[config.mk]
export PLATFORM = sky130hd
export DESIGN_NAME = dual_load_cell_adc_reader
export DESIGN_NICKNAME = d
export VERILOG_FILES = /design/src/hw/rtl/dlcar_pkg.sv /design/src/hw/rtl/dual_load_cell_adc_reader.sv /design/src/hw/rtl/dlcar_in_stage.sv /design/src/hw/rtl/dlcar_core.sv
export SDC_FILE = /design/constraint.sdc
export NUM_CORES = 1
export LEC_CHECK = 0
export ABC_AREA = 1
export BUFFER_PORTS_ARGS = -buffer_cell sky130_fd_sc_hd__buf_2
export CORE_ASPECT_RATIO = 0.75
export CORE_MARGIN = 4
export CORE_UTILIZATION = 58
export DETAILED_ROUTE_END_ITERATION = 16
export PLACE_DENSITY_LB_ADDON = 0.3
export SLEW_MARGIN = 40
export SYNTH_ARGS = -nofsm -noshare
export SYNTH_HDL_FRONTEND = slang
export SYNTH_SLANG_ARGS = --single-unit
[constraint.sdc]
create_clock -name clk -period 3.64 [get_ports clk]
set_clock_uncertainty 0.1 [all_clocks]
set_input_delay 0 -clock clk [delete_from_list [all_inputs] [get_ports clk]]
set_output_delay 0 -clock clk [all_outputs]
set_load 0.02 [all_outputs]
[src/hw/rtl/dlcar_pkg.sv]
// Package for the dual load-cell reader: operation codes, register indexes,
// word types. No dependencies.
package dlcar_pkg;

	localparam int VALUE_BITS = 24;

	typedef enum logic [1:0] {
		OP_TICK      = 2'd0,
		OP_START     = 2'd1,
		OP_PWR_UP    = 2'd2,
		OP_PWR_DOWN  = 2'd3
	} op_t;

	localparam logic [1:0] CFG_LEFT_EN    = 2'd0;
	localparam logic [1:0] CFG_RIGHT_EN   = 2'd1;
	localparam logic [1:0] CFG_LEFT_GAIN  = 2'd2;
	localparam logic [1:0] CFG_RIGHT_GAIN = 2'd3;

	localparam logic CELL_LEFT  = 1'b0;
	localparam logic CELL_RIGHT = 1'b1;

	typedef struct packed {
		op_t  op;
		logic cell_select;
		logic left_dout;
		logic right_dout;
	} item_t;

	typedef struct packed {
		logic                  left_sck;
		logic                  right_sck;
		logic                  busy;
		logic                  sample_valid;
		logic [VALUE_BITS-1:0] left_value;
		logic [VALUE_BITS-1:0] right_value;
		logic                  left_ready;
		logic                  right_ready;
	} result_t;

endpackage

[src/hw/rtl/dual_load_cell_adc_reader.sv]
// Dual load-cell reader: reads two 24-bit bridge converters in lockstep over their
// clock/data links, one word per half clock period of the link. Every word is taken
// into an input register, processed combinationally by the sequencer and placed in a
// result register, so the block accepts one word per clock unless the result register
// is stalled. A word may enter while a finished result still waits to be taken.
// Configuration writes must be made by the user only while the block is idle; the
// block itself does not enforce this.
// Depends on dlcar_pkg, dlcar_in_stage and dlcar_core.
module dual_load_cell_adc_reader #(
	parameter int DATA_BITS = 24
) (
	input  logic        clk,
	input  logic        arst_n,
	input  logic        cfg_we,
	input  logic [1:0]  cfg_index,
	input  logic [1:0]  cfg_wdata,
	input  logic        item_valid,
	output logic        item_ready,
	input  logic [1:0]  operation,
	input  logic        cell_select,
	input  logic        left_dout,
	input  logic        right_dout,
	output logic        result_valid,
	input  logic        result_ready,
	output logic        left_sck,
	output logic        right_sck,
	output logic        busy_res,
	output logic        sample_valid,
	output logic [23:0] left_value,
	output logic [23:0] right_value,
	output logic        left_ready,
	output logic        right_ready
);

	dlcar_pkg::item_t   in_item;
	dlcar_pkg::item_t   item_s1;
	dlcar_pkg::result_t res_next;
	dlcar_pkg::result_t result_s2;
	logic               valid_s1;
	logic               valid_s2;
	logic               advance;

	assign in_item.op          = dlcar_pkg::op_t'(operation);
	assign in_item.cell_select = cell_select;
	assign in_item.left_dout   = left_dout;
	assign in_item.right_dout  = right_dout;

	// The word in the input register moves on when the result register is empty or being taken.
	assign advance = valid_s1 && (!valid_s2 || result_ready);

	dlcar_in_stage u_in (
		.clk      (clk),
		.arst_n   (arst_n),
		.in_valid (item_valid),
		.in_ready (item_ready),
		.in_item  (in_item),
		.take     (advance),
		.valid_s1 (valid_s1),
		.item_s1  (item_s1)
	);

	dlcar_core #(
		.DATA_BITS (DATA_BITS)
	) u_core (
		.clk       (clk),
		.arst_n    (arst_n),
		.cfg_we    (cfg_we),
		.cfg_index (cfg_index),
		.cfg_wdata (cfg_wdata),
		.step      (advance),
		.item      (item_s1),
		.res       (res_next)
	);

	always_ff @(posedge clk or negedge arst_n) begin
		if (!arst_n) begin
			valid_s2 <= 1'b0;
		end else if (!valid_s2 || result_ready) begin
			valid_s2 <= valid_s1;
		end
	end

	always_ff @(posedge clk) begin
		if (advance) begin
			result_s2 <= res_next;
		end
	end

	assign result_valid = valid_s2;
	assign left_sck     = result_s2.left_sck;
	assign right_sck    = result_s2.right_sck;
	assign busy_res     = result_s2.busy;
	assign sample_valid = result_s2.sample_valid;
	assign left_value   = result_s2.left_value;
	assign right_value  = result_s2.right_value;
	assign left_ready   = result_s2.left_ready;
	assign right_ready  = result_s2.right_ready;

endmodule

[src/hw/rtl/dlcar_in_stage.sv]
// Input register of the dual load-cell reader: holds one accepted word.
// Depends on dlcar_pkg.
module dlcar_in_stage (
	input  logic            clk,
	input  logic            arst_n,
	input  logic            in_valid,
	output logic            in_ready,
	input  dlcar_pkg::item_t in_item,
	input  logic            take,
	output logic            valid_s1,
	output dlcar_pkg::item_t item_s1
);

	// A new word may enter when the stage is empty or is being drained this cycle.
	assign in_ready = !valid_s1 || take;

	always_ff @(posedge clk or negedge arst_n) begin
		if (!arst_n) begin
			valid_s1 <= 1'b0;
		end else if (in_ready) begin
			valid_s1 <= in_valid;
		end
	end

	always_ff @(posedge clk) begin
		if (in_valid && in_ready) begin
			item_s1 <= in_item;
		end
	end

endmodule

[src/hw/rtl/dlcar_core.sv]
// Read sequencer of the dual load-cell reader: configuration, pulse counter,
// shift registers, clock levels and latched values. Depends on dlcar_pkg.
module dlcar_core #(
	parameter int DATA_BITS = 24
) (
	input  logic              clk,
	input  logic              arst_n,
	input  logic              cfg_we,
	input  logic [1:0]        cfg_index,
	input  logic [1:0]        cfg_wdata,
	input  logic              step,
	input  dlcar_pkg::item_t  item,
	output dlcar_pkg::result_t res
);

	localparam int CW = $clog2(DATA_BITS + 4);
	localparam int VB = dlcar_pkg::VALUE_BITS;
	localparam logic [CW-1:0] DB_C = CW'(DATA_BITS);

	logic                 left_en_q, right_en_q;
	logic [1:0]           left_gain_q, right_gain_q;
	logic [CW-1:0]        pulse_count_q, pulse_count_d;
	logic                 high_phase_q, high_phase_d;
	logic                 active_q, active_d;
	logic [DATA_BITS-1:0] left_shift_q, left_shift_d;
	logic [DATA_BITS-1:0] right_shift_q, right_shift_d;
	logic                 left_clk_q, left_clk_d;
	logic                 right_clk_q, right_clk_d;
	logic [VB-1:0]        left_held_q, left_held_d;
	logic [VB-1:0]        right_held_q, right_held_d;
	logic                 valid_d;

	logic                 in_data;
	logic [CW-1:0]        extra_count;
	logic                 left_pulsed, right_pulsed;
	logic [1:0]           max_gain;
	logic [CW-1:0]        total;
	logic [CW-1:0]        count_inc;
	logic [DATA_BITS+VB-1:0] left_ext, right_ext;

	always_ff @(posedge clk or negedge arst_n) begin
		if (!arst_n) begin
			left_en_q    <= 1'b1;
			right_en_q   <= 1'b1;
			left_gain_q  <= 2'd1;
			right_gain_q <= 2'd1;
		end else if (cfg_we) begin
			case (cfg_index)
				dlcar_pkg::CFG_LEFT_EN:    left_en_q    <= cfg_wdata[0];
				dlcar_pkg::CFG_RIGHT_EN:   right_en_q   <= cfg_wdata[0];
				dlcar_pkg::CFG_LEFT_GAIN:  left_gain_q  <= cfg_wdata;
				dlcar_pkg::CFG_RIGHT_GAIN: right_gain_q <= cfg_wdata;
				default: ;
			endcase
		end
	end

	// A cell is pulsed during the data bits and then until its own gain count is reached.
	assign in_data      = pulse_count_q < DB_C;
	assign extra_count  = pulse_count_q - DB_C;
	assign left_pulsed  = left_en_q && (in_data || extra_count < CW'(left_gain_q));
	assign right_pulsed = right_en_q && (in_data || extra_count < CW'(right_gain_q));
	assign max_gain     = (left_gain_q > right_gain_q) ? left_gain_q : right_gain_q;
	assign total        = DB_C + CW'(max_gain);
	assign count_inc    = pulse_count_q + CW'(1);

	always_comb begin
		pulse_count_d = pulse_count_q;
		high_phase_d  = high_phase_q;
		active_d      = active_q;
		left_shift_d  = left_shift_q;
		right_shift_d = right_shift_q;
		left_clk_d    = left_clk_q;
		right_clk_d   = right_clk_q;
		left_held_d   = left_held_q;
		right_held_d  = right_held_q;
		valid_d       = 1'b0;
		left_ext      = {{VB{1'b0}}, left_shift_q};
		right_ext     = {{VB{1'b0}}, right_shift_q};
		case (item.op)
			dlcar_pkg::OP_TICK: begin
				if (active_q && !high_phase_q) begin
					if (left_pulsed) left_clk_d = 1'b1;
					if (right_pulsed) right_clk_d = 1'b1;
					high_phase_d = 1'b1;
				end else if (active_q) begin
					if (in_data) begin
						left_shift_d  = {left_shift_q[DATA_BITS-2:0], left_en_q & item.left_dout};
						right_shift_d = {right_shift_q[DATA_BITS-2:0],
							right_en_q & item.right_dout};
					end
					if (left_pulsed) left_clk_d = 1'b0;
					if (right_pulsed) right_clk_d = 1'b0;
					high_phase_d  = 1'b0;
					pulse_count_d = count_inc;
					if (count_inc >= total) begin
						active_d      = 1'b0;
						pulse_count_d = '0;
						left_ext      = {{VB{1'b0}}, left_shift_d};
						right_ext     = {{VB{1'b0}}, right_shift_d};
						left_held_d   = left_ext[VB-1:0];
						right_held_d  = right_ext[VB-1:0];
						valid_d       = 1'b1;
					end
				end
			end
			dlcar_pkg::OP_START: begin
				if (!active_q) begin
					if (left_en_q) left_clk_d = 1'b0;
					if (right_en_q) right_clk_d = 1'b0;
					left_shift_d  = '0;
					right_shift_d = '0;
					pulse_count_d = '0;
					high_phase_d  = 1'b0;
					active_d      = 1'b1;
				end
			end
			dlcar_pkg::OP_PWR_UP, dlcar_pkg::OP_PWR_DOWN: begin
				// Power-down holds the clock high; power-up releases it low.
				if (!active_q) begin
					if (item.cell_select == dlcar_pkg::CELL_RIGHT) begin
						right_clk_d = (item.op == dlcar_pkg::OP_PWR_DOWN);
					end else begin
						left_clk_d = (item.op == dlcar_pkg::OP_PWR_DOWN);
					end
				end
			end
			default: ;
		endcase
	end

	always_ff @(posedge clk or negedge arst_n) begin
		if (!arst_n) begin
			pulse_count_q <= '0;
			high_phase_q  <= 1'b0;
			active_q      <= 1'b0;
			left_shift_q  <= '0;
			right_shift_q <= '0;
			left_clk_q    <= 1'b0;
			right_clk_q   <= 1'b0;
			left_held_q   <= '0;
			right_held_q  <= '0;
		end else if (step) begin
			pulse_count_q <= pulse_count_d;
			high_phase_q  <= high_phase_d;
			active_q      <= active_d;
			left_shift_q  <= left_shift_d;
			right_shift_q <= right_shift_d;
			left_clk_q    <= left_clk_d;
			right_clk_q   <= right_clk_d;
			left_held_q   <= left_held_d;
			right_held_q  <= right_held_d;
		end
	end

	always_comb begin
		res.left_sck     = left_clk_d;
		res.right_sck    = right_clk_d;
		res.busy         = active_d;
		res.sample_valid = valid_d;
		res.left_value   = left_held_d;
		res.right_value  = right_held_d;
		res.left_ready   = !item.left_dout;
		res.right_ready  = !item.right_dout;
	end

endmodule

* Yosys cells after proc, flatten, opt, wreduce, memory -nomap -nowiden *
Index checks and enable logic that the tools add are counted.

cells by class
  $add $sub $neg = 3
  $lt $le $gt $ge = 5
  equality and inequality tests = 10
  multiplexer cells = 50
  bitwise operators = 4
  reduce and logical (&&, ||, !) cells = 25

operator list
  cell                                                              count
  24-bit two-way mux                                                15
  24-bit one-hot mux with 2 select lines                            2
  1-bit two-way mux                                                 23
  5-bit two-way mux                                                 4
  5-bit by 2-bit < comparator with 1-bit output                     2
  5-bit one-hot mux with 2 select lines                             1
  2-bit == test (second input constant)                             4
  2-bit AND reduction                                               4
  1-bit one-hot mux with 3 select lines                             2
  4-bit by 3-bit adder with 5-bit output (first input constant)     1
  5-bit by 1-bit adder with 5-bit output (second input constant)    1
  5-bit greater-or-equal comparator                                 1
  1-bit logical AND                                                 5
  1-bit logical NOT                                                 5
  5-bit < comparator (second input constant)                        1
  5-bit AND reduction                                               1
  5-bit subtractor (second input constant)                          1
  2-bit by 1-bit == test with 1-bit output (second input constant)  2
  2-bit logical NOT                                                 2
  1-bit logical OR                                                  4
  2-bit != test (second input constant)                             2
  1-bit one-hot mux with 2 select lines                             2
  4-bit AND reduction                                               1
  3-bit by 1-bit != test with 1-bit output (second input constant)  1
  other kinds (8)                                                   10

storage, ports and cells
  flip-flop bits (word level) = 172
  output and inout bits = 56
  word-level logic and storage cells = 124

* Longest topological paths before layout *
  word-level depth = 8
  depth in mapped cells = 18
  mapped depth without buffers = 16

* By module *
Synthesis repeated with hierarchy kept, for this count alone.

second synthesis, totals
  cells, all modules = 915
  area, all modules = 8185.4 µm²

modules (own cells, without submodules)
  module                     instances  cells an instance  area each (µm²)  seq. area each (µm²)
  dlcar_core                 1          844                6319.8           2782.7
  dual_load_cell_adc_reader  1          60                 1670.4           1646.6
  dlcar_in_stage             1          11                 195.2            175.2

* Worst setup path before layout *
No wires, ideal clock.

  path type = register to register
  start point = reg u_core.left_gain_q[0]
  end point = reg result_s2 (netlist bit left_value[10]), data pin
  library setup time = 0.255 ns
  arrival = 2.215 ns
  data required time = 3.285 ns
  path slack = 1.070 ns
  cell stages (with the launch flop) = 17
  cells stage by stage = dfstp_2 > inv_1 > ha_1 > inv_1 > o22ai_1 > o21ai_0 > ha_1 > inv_1 > nand2_1 > nand2_1 > nand3_2 > nand3_4 > nor2_4 > buf_6 > buf_6 > nand2_1 > and2_1

RTL lines
  item                      line                             text
  start: declaration        dlcar_core.sv:21                 logic [1:0] left_gain_q, right_gain_q;
  start signal: assignment  dlcar_core.sv:51                 dlcar_pkg::CFG_LEFT_GAIN: left_gain_q <= cfg_wdata;
  end signal: assignment    dual_load_cell_adc_reader.sv:85  result_s2 <= res_next;
  end: declaration          dual_load_cell_adc_reader.sv:38  dlcar_pkg::result_t result_s2;

==> impl_metrics.env <==
export IMPL_worstSkewPairLatency_ps=440
export IMPL_hold_class="in2async"
export IMPL_regArea_mm2=0.00460
export IMPL_power_leakage_nw=4.64
export IMPL_pwr_share_seq=0.435
export IMPL_r2r_end="right_value[21]"
export IMPL_multi_input_area_mm2=0.00277
export IMPL_drive_gt1_frac=0.117
export IMPL_core_area_mm2=0.0138
export IMPL_place_area_mm2=0.00873
export IMPL_crit_type="reg2reg"
export IMPL_drc_errors=0
export IMPL_fp_dieH_um=111
export IMPL_rr_worst_depth=14
export IMPL_vias_per_cell=5.14
export IMPL_path_max_fanout=15
export IMPL_powerDensity_mw_per_mm2=753
export IMPL_synth_distinct_cells=28
export IMPL_syn_nets=1015
export IMPL_regToRegSetupSlack_ps=570
export IMPL_grt_start_max_net_pins=68
export IMPL_fmax_ghz=0.326
export IMPL_fill_cells=1064
export IMPL_power_total_mw=7.21
export IMPL_switching_share=0.344
export IMPL_cts_buffers=17
export IMPL_required_ps=3730
export IMPL_ir_worst_vdd_mv=0.434
export IMPL_power_internal_mw=4.73
export IMPL_status="completed"
export IMPL_use_met3=0.0570
export IMPL_relSlewSlack=0.491
export IMPL_switchingPower_mw=2.48
export IMPL_crit_path_end_kind="flop"
export IMPL_final_cells=1258
export IMPL_drt_first_iter_violations=368
export IMPL_tightest_slew_ps=762
export IMPL_async_reset_ff_frac=0.657
export IMPL_wl_per_cell_um=13.4
export IMPL_finalSetupViolations=0
export IMPL_start_util=0.597
export IMPL_syn_cell_area_mm2=0.00826
export IMPL_syn_inst=993
export IMPL_r2r_start="u_core.left_gain_q[0]"
export IMPL_synth_flop_cell="dfrtp_1"
export IMPL_place_hpwl_um=10100
export IMPL_gp_congestion=0.878
export IMPL_avgSynthCellArea_um2=8.32
export IMPL_clockBufferDepth=2
export IMPL_routed_wl_um=16900
export IMPL_dieArea_mm2=0.0162
export IMPL_top_usage_layer="met2"
export IMPL_route_vias_total=6464
export IMPL_grt_usage=0.220
export IMPL_synth_common_cells="nand2_1 (347), inv_1 (171), dfrtp_1 (109)"
export IMPL_dr_pass1_iters=5
export IMPL_yosysWarnings=0
export IMPL_numPortBuffers=69
export IMPL_pwr_share_comb=0.297
export IMPL_seq_area_frac_synth=0.557
export IMPL_antennaDiodeCount=0
export IMPL_die_w_um=146
export IMPL_grt_overflow_total=0
export IMPL_timing_max_cap_violations=0
export IMPL_nets=1092
export IMPL_critPathArrivalTime_ps=3160
export IMPL_htreeDepth=4
export IMPL_grt_pass1_wl_um=29200
export IMPL_syn_to_final_growth_pct=15.7
export IMPL_dp_cells=1206
export IMPL_tns_ps=0
export IMPL_yosys_area_top_type="dfrtp_1"
export IMPL_tritoncts="built"
export IMPL_finalHoldViolCount=0
export IMPL_root_buffer="clkbuf_16"
export IMPL_cts_resized=0
export IMPL_pin_count=70
export IMPL_slew_viol_final=0
export IMPL_clk_pin_slew_worst_paths_ps=60
export IMPL_yosysTopAreaCellShare=0.330
export IMPL_yosysMostFrequentCell="nand2_1"
export IMPL_grtUsageMet1=0.296
export IMPL_ctsHoldBuffers=20
export IMPL_p_clk_frac=0.268
export IMPL_grt_pass1_vias=6332
export IMPL_fp_row_count=37
export IMPL_synth_edff_count=59
export IMPL_ys_ff_latch=172
export IMPL_cts_sinks=172
export IMPL_post_route_period_util=0.843
export IMPL_antenna_found_initial=0
export IMPL_crit_path_start_kind="flop"
export IMPL_grt_use_met2=0.356
export IMPL_grt_setup_unrepaired="false"
export IMPL_synth_area_leaders="dfrtp_1 (33%), edfxtp_1 (21%), nand2_1 (16%)"
export IMPL_final_antenna_net_count=0
export IMPL_timing_final_crit_period_ps=3070
export IMPL_stdcell_area_mm2=0.00956
export IMPL_post_cts_setup_buffer_count=0
==> cell type report <==
cell class	count	area share
clock buffers	22	0.0485
clock inverters	10	0.0171
inverters	174	0.0686
multi-input cells	605	0.290
flip-flops and latches	172	0.481
well taps	175	0.0229
repair buffers	100	0.0716
==> stage by stage <==
stage	hold WS (ps)	setup WS (ps)	utilization
after floorplan	-396	1070	-
after global placement	48.5	660	0.630
after detailed placement	57.2	574	0.631
after CTS	144	553	0.691
after global routing	80.1	350	0.691
final	28.6	572	0.691
==> power groups by stage <==
| stage | clock (mW) | combinational [mW] | sequential, mW |
|---|---|---|---|
| 2_1_floorplan | 0 | 1.45 | 3.25 |
| 3_3_place_gp | 0 | 2.02 | 3.14 |
| 3_5_place_dp | 0 | 2.10 | 3.15 |
| 4_1_cts | 1.95 | 2.15 | 3.13 |
| 5_1_grt | 2.04 | 2.50 | 3.22 |
| 6_report | 1.93 | 2.14 | 3.14 |
==> metal layers <==
layer / routed length, µm / up-vias / part of all wire
met5: 0 / - / 0
met4: 259 / 0 / 0.015
met3: 859 / 31 / 0.051
met2: 7880 / 158 / 0.47
met1: 7890 / 3051 / 0.47
li1: - / 3224 / -
==> how the worst max path moves through the flow <==
stage,endpoint,from
floorplan,left_value[10],u_core.left_gain_q[0]
global placement,left_value[7],u_core.left_gain_q[0]
detailed placement,right_value[21],u_core.left_gain_q[0]
CTS,right_value[21],u_core.left_gain_q[0]
global route,right_value[20],u_core.left_gain_q[0]
finish,right_value[21],u_core.left_gain_q[0]
==> logic make-up (layout without fill, tap and decap cells) <==
kind of cell | Yosys count | count (layout) | synth area share
and+or+nand+nor | 481 | 481 | 0.251
buffers and inverters | 216 | 306 | 0.109
DFF | 172 | 172 | 0.557
AOI/OAI and AO/OA | 116 | 116 | 0.0715
adders and majority gates | 8 | 8 | 0.0121
==> registers in the layout, indices dropped and copies added (netlist names), 2 cells and up <==
| register | count |
|---|---|
| left_value | 24 |
| u_in.item_s1 | 5 |
| u_core.left_gain_q | 2 |
| u_core.pulse_count_q | 5 |
| u_core.left_held_q | 24 |
| right_value | 24 |
| u_core.left_shift_q | 24 |
| u_core.right_gain_q | 2 |
| u_core.right_held_q | 24 |
| u_core.right_shift_q | 24 |
==> worst max-delay path: stages (launching register included) <==
cell and delay (ps):
dfstp_2 550, inv_1 50, ha_1 260, inv_1 30, o22ai_1 160, o21ai_0 110, ha_1 290, inv_1 50
nand2_1 40, nand2_1 70, nand3_2 110, nand4_1 410, buf_4 320, nand2_1 90, and2_1 170
==> cells in the final DEF, fill, tap and decap left out, types with 2 or more instances in the layout <==
| master | n |
|---|---|
| a21oi_1 | 2 |
| buf_2 | 68 |
| bufinv_16 | 4 |
| nand2_4 | 2 |
| dfstp_2 | 4 |
| clkbuf_1 | 3 |
| nor2_4 | 2 |
| clkbuf_8 | 2 |
| nor2_1 | 6 |
| ha_1 | 8 |
| nand4_1 | 4 |
| o31ai_1 | 2 |
| nor2_2 | 3 |
| buf_12 | 4 |
| and2_1 | 48 |
| inv_2 | 2 |
| nand3_1 | 68 |
| nand2_1 | 345 |
| o21ai_0 | 106 |
| dfrtp_1 | 109 |
| buf_4 | 7 |
| o21ai_1 | 4 |
| clkinvlp_4 | 4 |
| inv_1 | 171 |
| clkbuf_16 | 17 |
| dlygate4sd3_1 | 20 |
| edfxtp_1 | 59 |
No activity file was read; power rests on OpenSTA's default activity.
